--- config.mk ---
export PLATFORM = sky130hd
export DESIGN_NAME = dkn_ctrl
export DESIGN_NICKNAME = d
export VERILOG_FILES = /design/src/hw/rtl/dkn_pkg.sv /design/src/hw/rtl/dkn_ctrl.sv
export SDC_FILE = /design/constraint.sdc
export NUM_CORES = 1
export LEC_CHECK = 0
export BUFFER_PORTS_ARGS = -buffer_cell sky130_fd_sc_hd__buf_2
export CORE_AREA = 2 2 39 41
export CTS_CLUSTER_SIZE = 28
export DETAILED_ROUTE_END_ITERATION = 16
export DIE_AREA = 0 0 41 43
export GPL_TIMING_DRIVEN = 0
export PLACE_DENSITY = 0.38
export SYNTH_ARGS = -nofsm -noshare
export SYNTH_HDL_FRONTEND = slang
export SYNTH_SLANG_ARGS = --single-unit
--- constraint.sdc ---
create_clock -name aclk -period 1.6 [get_ports aclk]
set_clock_uncertainty 0.1 [all_clocks]
set_input_delay 0.24 -clock aclk [delete_from_list [all_inputs] [get_ports aclk]]
set_output_delay 0.24 -clock aclk [all_outputs]
set_load 0.05 [all_outputs]
--- src/hw/rtl/dkn_pkg.sv ---
// shared types and constants for the descriptor k-nearest-neighbor search
`timescale 1ns / 1ps
package dkn_pkg;

    localparam int ELEM_W    = 8;
    localparam int KIND_W    = 2;
    localparam int IDX_W     = 10;
    localparam int DIST_W    = 23;
    localparam int ACC_W     = 25;
    localparam int SQ_W      = 16;
    localparam int K_CFG_W   = 5;
    localparam int LEN_CFG_W = 8;
    localparam int CFG_IDX_W = 1;
    localparam int CFG_DAT_W = 8;

    localparam logic [KIND_W-1:0] KIND_REF   = 2'd0;
    localparam logic [KIND_W-1:0] KIND_QUERY = 2'd1;
    localparam logic [KIND_W-1:0] KIND_CLEAR = 2'd2;

    localparam logic [CFG_IDX_W-1:0] REG_NEIGHBOUR_COUNT   = 1'd0;
    localparam logic [CFG_IDX_W-1:0] REG_DESCRIPTOR_LENGTH = 1'd1;

    localparam logic [K_CFG_W-1:0]   K_RESET   = 5'd4;
    localparam logic [LEN_CFG_W-1:0] LEN_RESET = 8'd128;

    localparam logic [DIST_W-1:0] DIST_MAX = 23'h7FFFFF;

    typedef struct packed {
        logic accept;
        logic scan_step;
        logic emit_load;
        logic err_load;
    } dkn_cmd_t;

    typedef struct packed {
        logic query_done;
        logic no_result;
        logic scan_last;
        logic pipe_busy;
        logic out_free;
        logic emit_last;
    } dkn_status_t;

endpackage

--- src/hw/rtl/dkn_ctrl.sv ---
// controller state machine: request intake, scan, drain and result emission
`timescale 1ns / 1ps
module dkn_ctrl import dkn_pkg::*; (
    input  logic        aclk,
    input  logic        aresetn,
    input  logic        s_valid,
    output logic        s_ready,
    output dkn_cmd_t    cmd,
    input  dkn_status_t status
);

    localparam logic [2:0] ST_IDLE  = 3'd0;
    localparam logic [2:0] ST_SCAN  = 3'd1;
    localparam logic [2:0] ST_DRAIN = 3'd2;
    localparam logic [2:0] ST_EMIT  = 3'd3;
    localparam logic [2:0] ST_ERR   = 3'd4;

    logic [2:0] state_reg, state_next;

    assign s_ready = state_reg == ST_IDLE;

    always_comb begin
        state_next    = state_reg;
        cmd.accept    = 1'b0;
        cmd.scan_step = 1'b0;
        cmd.emit_load = 1'b0;
        cmd.err_load  = 1'b0;
        case (state_reg)
            ST_IDLE: begin
                cmd.accept = s_valid;
                if (s_valid && status.query_done) begin
                    state_next = status.no_result ? ST_ERR : ST_SCAN;
                end
            end
            ST_SCAN: begin
                cmd.scan_step = 1'b1;
                if (status.scan_last) begin
                    state_next = ST_DRAIN;
                end
            end
            ST_DRAIN: begin
                if (!status.pipe_busy) begin
                    state_next = ST_EMIT;
                end
            end
            ST_EMIT: begin
                if (status.out_free) begin
                    cmd.emit_load = 1'b1;
                    if (status.emit_last) begin
                        state_next = ST_IDLE;
                    end
                end
            end
            ST_ERR: begin
                if (status.out_free) begin
                    cmd.err_load = 1'b1;
                    state_next   = ST_IDLE;
                end
            end
            default: state_next = ST_IDLE;
        endcase
    end

    always_ff @(posedge aclk) begin
        if (!aresetn) begin
            state_reg <= ST_IDLE;
        end else begin
            state_reg <= state_next;
        end
    end

    a_query_starts: assert property (@(posedge aclk) disable iff (!aresetn)
        (cmd.accept && status.query_done) |=> (state_reg == ST_SCAN || state_reg == ST_ERR))
        else $error("completed query did not start a search");
    a_drain_after_scan: assert property (@(posedge aclk) disable iff (!aresetn)
        (state_reg == ST_SCAN && status.scan_last) |=> (state_reg == ST_DRAIN))
        else $error("scan end not followed by drain");
    a_emit_needs_idle_pipe: assert property (@(posedge aclk) disable iff (!aresetn)
        (state_reg == ST_EMIT) |-> !status.pipe_busy)
        else $error("emitting while distances still in flight");

endmodule

# Word-level counts from Yosys, hierarchy flattened
# Index checks and enable logic that the tools add are counted.
# totals
reg_bits,3
latch_bits,0
ram_bits,0
mem_bits_ro,0
out_inout_bits,5
wordCells,27
memories,0
# op_classes
add_sub_neg,0
mul,0
n_div,0
order_cmp,0
eq_ne,10
shifts,0
muxes,13
bitwise,0
n_reduce_logical,3
# op_table
op,n
$mux 3,7
$pmux 3 s5,1
$ne 2x2->1 const B,5
$eq 3x2->1 const B,2
$reduce_and 6->1,1
$mux 1,5
$eq 3x1->1 const B,1
$eq 3x3->1 const B,1
$logic_not 3->1,1
$ne 2x1->1 const B,1
$logic_and 1x1->1,1

# Longest topological paths before layout
# Gate-level depths: netlist of the first run.
# depth
word_depth,3
ltp_mapped,4
mapped_depth_nobuf,3

# Least setup slack after synthesis of the first run
# Ideal clock, no wire load.
# synth_timing
kind,register to output
from,register state_reg[2]
to,output cmd[3] (netlist name)
arrival_time_ns,2.121
required_ns,1.260
setup_slack_ns,-0.861
path_stages_with_launch,4
n_path_buf,1
path_cell_list,dfxtp_1 > clkbuf_2 > nor3_1 > and2_1
# synth_rtl
item,line,source
"start, declared",dkn_ctrl.sv:18,"logic [2:0] state_reg, state_next;"
"start signal, assigned",dkn_ctrl.sv:68,state_reg <= state_next;
"end, declared",dkn_ctrl.sv:8,"output dkn_cmd_t cmd,"

==> results of run 1 <==
[repair_timing]
item,CTS,global route
gates cloned,0,0
gates resized for setup,2,2
endpoints found under the setup margin,1,4
hold buffers,0,0
[logic make-up after synthesis]
kind of cell / synth area share [%]
simple gates: 43.4
mux: 11.0
compound gates: 12.1
buf+inv: 7.14
flops: 26.4
[per-layer routing]
metal / track usage, % / share of wire, % / up-vias
met1: 8.63 / 37 / 110
met2: 12.5 / 54 / 11
li1: - / - / 129
met3: 3.14 / 5.7 / 2
met5: 0 / 0 / -
met4: 12.0 / 3.2 / 0
[power groups by stage]
stage / clock network, mW / logic (mW) / registers (mW)
floorplan: 0 / 0.0572 / 0.0827
global placement: 0 / 0.0795 / 0.0837
detailed placement: 0 / 0.0806 / 0.0837
CTS: 0.142 / 0.0847 / 0.0825
global route: 0.151 / 0.0867 / 0.0862
finish: 0.136 / 0.0805 / 0.0854
[worst min-delay path by stage]
stage / from / end / cells past startpoint
2_1_floorplan: aresetn / state_reg[2] / 1
3_3_place_gp: aresetn / state_reg[2] / 2
3_5_place_dp: aresetn / state_reg[2] / 2
4_1_cts: aresetn / state_reg[2] / 2
5_1_grt: aresetn / state_reg[2] / 2
6_report: aresetn / state_reg[2] / 2
[synth_stat cells]
| master | count |
|---|---|
| dfxtp_1 | 3 |
| clkbuf_2 | 1 |
| nand3_1 | 3 |
| and3_1 | 2 |
| and2_1 | 1 |
| mux2i_1 | 1 |
| mux2_4 | 1 |
| buf_6 | 1 |
| a21oi_2 | 1 |
| and4_2 | 1 |
| a211o_1 | 1 |
| nor2_1 | 1 |
| nand3b_1 | 1 |
| a21oi_1 | 2 |
| nand2b_2 | 1 |
| and4b_2 | 1 |
| nor3b_1 | 1 |
| nand2b_1 | 1 |
| nor3_1 | 2 |
[per-stage QoR]
stage	setup TNS (ns)	instances	utilization (%)	setup slack (ns)
floorplan	-0.191	26	-	-0.191
global placement	0	55	23.8	0.220
detailed placement	0	55	23.8	0.197
CTS	0	59	26.1	0.00395
global route	0	58	26.0	0.00375
finish	0	58	26.0	0.0444
[critical path, cell delays in order (launching register included)]
cell and delay (ns):
dfxtp_1 0.51, and4b_2 0.26, buf_2 0.21
[placed cells by master (no fill, tap or decap)]
master,instances
nor2_1,1
a211o_1,1
and3_1,2
and2_1,1
buf_6,2
and4b_2,1
buf_2,11
nand2b_2,1
dfxtp_2,1
clkbuf_4,4
clkbuf_1,1
a21oi_2,1
nor3_1,1
mux2_4,1
nand3b_1,1
nor3_4,1
nor3b_2,1
a21oi_1,2
and4_2,1
mux2i_1,1
dfxtp_1,2
nand3_1,3
nand2b_1,1
[area by class of cell]
type	instances	area [µm²]	area share (%)
buffer	1	11.3	3.12
clock buffer	4	26.3	7.29
multi-input combinational	21	168	46.5
sequential	3	61.3	17.0
tap	16	20.0	5.56
timing repair buffer	13	73.8	20.5
==> impl_results.md, run 1 <==
- Final ANT Viol Nets: 0
- Tmin final: 1.56 ns
- CTS max path bufs: 2
- Num rows: 14
- Worst setup startpoint: state_reg[2]
- Layout area overhead: 58.2%
- Post-synth top area share: 26.4%
- Synth area leader: dfxtp_1
- Minimum hold slack: 0.154 ns
- Nets@finish: 52
- Status: complete, no violations
- Data arrival, critical path: between 1 and 1.5 ns
- FILL cells: approximately 160
- IO Count: 14
- Final hold viol count: 0
- Fmax: 643 MHz
- Worst setup endpoint: cmd[1]
- Worst Path Required: 1.26 ns
- Initial Util: between 10% and 20%
- # port buffers: 13
- CP Class: flip-flop to output pin
- Combinational Power Share: 26.7%
- Fin crit share: a little under 100%
- Worst skew pair latency: ~0.23 ns
- Synth Instances: 26
- VDD IR max: 0.253 mV
- Die Wd: 41 µm
- Setup violators final: 0
- Slew Limit Fails: 0
- Initial drt markers: 3
- Die footprint: 1760 µm²
- DRC Markers: 0
- Clock sink count: 3
- Syn Nets: 35
- Global-route wire length before repair: 979 µm
- R2r endpoint: state_reg[0]
- Register area share after synthesis: between 20% and 30%
- #FFs+latches synth: 3
- Post-DP HPWL: 462 µm
- Share of cells above drive strength 1: roughly three fifths
- Cell-internal power: 0.206 mW
- Fin area: between 300 and 400 µm²
- Root Buffer: clkbuf_4
- Placed Area: 329 µm²
- Clock share of power: 45.0%
- Sw frac: 31.8%
- Area of the core: 1380 µm²
- Slew HR: around 77%
- Reg clk slew, reported paths: 0.04 ns
- Average routed wire per standard cell: 10.4 µm
- N_diodes: 0
- CP startpoint kind: flip-flop
- Reg power frac: between 20 and 30%
- Worst Hold Class: input port to flip-flop
- Post-CTS Setup Inserts: 0
- Via density per instance: 4.34
- Total power: 0.301 mW
- Initial antenna violation count: 0
- Vias in the first global route: 252
- Unique masters post-synth: 19
- RSZ-0062 raised after global routing: false
- Worst Max-Slew Pin Slew: between 0.3 and 0.4 ns
- Largest cells by area after synthesis: dfxtp_1 (26%), nand3_1 (6.6%), mux2_4 (6.6%)
- Worst-path fanout max: 8
- CTS tree: done
- Vias: 252
- Critical Path End Type: output pin
- Reg2Reg Depth: 4
- H-tree levels: 1
- DIE HEIGHT: 43 µm
- Gpl congestion: 0.714
- Post-synthesis area per instance: 8.76 µm²
- 1st-pass router iterations: 3
- Worst R2R Start: state_reg[1]
- Largest net degree at the start of global routing: 11
- Number of flip-flops in the largest register: 3
- Total track usage: 9.12%
- Number of synthesis warnings: 0
- Clock buffer count from CTS: 3
- GR Overflow Total: 0
- PD cells: ~840 nW/µm²
- Max_cap viols: 0
- DRT Wirelength: 601 µm
- FF-to-FF setup slack: 0.29 ns
- Switching pwr: 0.0958 mW
- Lkg Pwr: 0.164 nW
- Cell area after synthesis: around 230 µm²
(Power assumes the default switching activity.)
==> run 2: changes to the inputs <==
ABC_AREA = 1   (was not set)
CTS_CLUSTER_DIAMETER = 60   (was not set)
PLACE_DENSITY = 0.45   (was 0.38)
==> run 2 against run 1 <==
  * Register-to-register slack gained 0.04 ns
  * Setup slack gained 0.037 ns
  * Count of clock-buffer cells in the layout is the same
  * First-iteration DRC count grew 33%
  * Highest routed layer is now met3
  * Largest power group is now combinational cells
==> impl_results.md, run 2 <==
- Status: complete, no violations
- Top FF cell, synth: dfxtp_1
- CTS max path bufs: 2 (unchanged)
- DIE HEIGHT: 43 µm (unchanged)
- 1st-pass router iterations: 4 (+1)
- Fmax: 659 MHz (+2.4%)
- Reg clk slew, reported paths: 0.04 ns (about the same)
- Critical Path End Type: output pin
- Share of cells above drive strength 1: 55.6% (-4.0 points)
- EDFF count, synth: 0 (unchanged)
- Post-synth top area share: 18.7% (-7.7 points)
- Post-synthesis area per instance: 6.99 µm² (-20%)
- DRC Markers: 0 (unchanged)
- VDD IR max: 0.815 mV (+220%)
- Setup violators final: 0 (unchanged)
- Nets@finish: 73 (+40%)
- Final ANT Viol Nets: 0 (unchanged)
- Synth top cells by count: nand2_1 (7), inv_1 (6), nand3_1 (4)
- GR Overflow Total: 0 (unchanged)
- Largest net degree at the start of global routing: 10 (-1)
- Worst Max-Slew Pin Slew: 0.260 ns (-0.0783 ns)
- Fin area: 465 µm² (+29%)
- Worst Hold Class: input port to flip-flop
- Most common cell in the netlist: nand2_1
- Root Buffer: clkbuf_4
- Pre-CTS setup slack: 0.147 ns (-0.0499 ns)
- Most common cell after layout, fill and taps aside: buf_2
- PD cells: 2600 nW/µm² (+210%)
- IO Count: 14 (unchanged)
- Vias: 332 (+32%)
- Worst Path Required: 1.26 ns (about the same)
- DRT Wirelength: 733 µm (+22%)
- Data arrival, critical path: 1.18 ns (-0.04 ns)
- Vias in the first global route: 285 (+13%)
- Die Wd: 41 µm (unchanged)
- Area of the core: 1380 µm² (unchanged)
- Cell area after synthesis: 322 µm² (+41%)
- Synth Instances: 46 (+77%)
- CP Class: flip-flop to output pin
- Slew HR: 82.7% (+5.2 points)
- Critical Path Max Stage Delay: 0.30 ns (-0.21 ns)
- # port buffers: 13 (unchanged)
- Final hold viol count: 0 (unchanged)
- Lkg Pwr: 0.240 nW (+46%)
- Number of flip-flops in the largest register: 3 (unchanged)
- Minimum hold slack: 0.153 ns (-0.00178 ns)
- Num rows: 14 (unchanged)
- Tmin final: 1.52 ns (-0.0371 ns)
- Die footprint: 1760 µm² (unchanged)
- Largest cells by area after synthesis: dfxtp_1 (19%), nand2_1 (8.2%), buf_6 (7.0%)
- Placed Area: 423 µm² (+29%)
- Average routed wire per standard cell: 9.28 µm (-10%)
- Fin crit share: 94.9% (-2.3 points)
- Clock sink count: 3 (unchanged)
- #FFs+latches synth: 3 (unchanged)
- Clock buffer count from CTS: 3 (unchanged)
- Initial antenna violation count: 0 (unchanged)
- Gpl congestion: 0.700 (-1.9%)
- CP startpoint kind: flip-flop
- H-tree levels: 1 (unchanged)
- Ys async rst share: 0% (unchanged)
- Worst-path fanout max: 8 (unchanged)
- Crit-path cells: buf_6 -> inv_1 -> and3_2 -> buf_4
- Slew Limit Fails: 0 (unchanged)
- Unique masters post-synth: 21 (+2)
- Most frequent cells in the layout: buf_2 (10), nand2_1 (7), inv_1 (6)
- Initial drt markers: 4 (+1)
- RSZ-0062 raised after global routing: false
- Global-route wire length before repair: 1.12 mm (+14%)
- N_diodes: 0 (unchanged)
- Final worst slack: 0.0815 ns (+0.0371 ns)
- Max_cap viols: 0 (unchanged)
- Setup_tns: 0 ns (unchanged)
- Via density per instance: 4.20 (-3.3%)
- Total track usage: 9.52% (+0.40 points)
- Syn Nets: 55 (+57%)
- Number of synthesis warnings: 0 (unchanged)
- Synth area leader: dfxtp_1
- CTS tree: done
- Layout area overhead: 44.7%
- Worst skew pair latency: 0.23 ns (about the same)
- Initial Util: 23.2% (+6.8 points)
- Final Core Density: 33.6% (+7.6 points)
- Register area share after synthesis: 18.7% (-7.7 points)
- Critical path's slowest cell: dfxtp_1
run 2: kinds of logic after synthesis:
| kind of cell | Yosys count | share of synthesized area (%) |
|---|---|---|
| AOI/OAI and AO/OA | 5 | 9.73 |
| buffers and inverters | 9 | 15.2 |
| and+or+nand+nor | 29 | 56.4 |
| DFF | 3 | 18.7 |
run 2: metal layers:
layer	vias to the layer above	GRT usage [%]	share of wire, %
met1	139	11.5	47
met2	9	13.8	47
li1	184	-	-
met4	0	6.00	0
met3	0	3.14	5.9
met5	-	0	0
run 2: path summary, 6_finish.rpt:
| kind | endpoint | start | slack [ns] | cells after the start |
|---|---|---|---|---|
| worst min-delay path | state_reg[2] | aresetn | 0.15 | 3 |
| worst max-delay path | cmd[3] | state_reg[0] | 0.08 | 4 |
| worst max register to register | state_reg[0] | state_reg[0] | 0.33 | 8 |
| worst min register to register | state_reg[2] | state_reg[2] | 0.48 | 2 |
run 2: worst max-delay path: cells and delay by family (launching register included):
| kind | cells | cell delay, ns |
|---|---|---|
| flops | 1 | 0.30 |
| buf+inv | 3 | 0.45 |
| simple gates | 1 | 0.20 |
run 2: timing repair:
item	in CTS	in global routing
endpoints found under the setup margin	3	3
cloned	0	0
hold buffers	0	0
pin swaps	0	0
gates resized for setup	2	5
setup buffers	0	0
run 2: final cells by class:
class	instances	area [µm²]
plain buffers	2	22.5
clock buffers	4	26.3
fillers	166	918
inverters	7	26.3
multi-input cells	34	234
flip-flops and latches	3	63.8
well taps	16	20.0
repair buffers	13	72.6
run 2: where the power goes:
group	internal (mW)	switching (mW)
clock	0.0933	0.0371
combinational	0.326	0.585
sequential	0.122	0.0457
total	0.542	0.668
run 2: per-stage QoR:
step | power, mW | std cells
floorplan | 0.902 | 46
global placement | 1.05 | 75
detailed placement | 1.05 | 75
CTS | 1.20 | 79
global route | 1.32 | 79
finish | 1.21 | 79
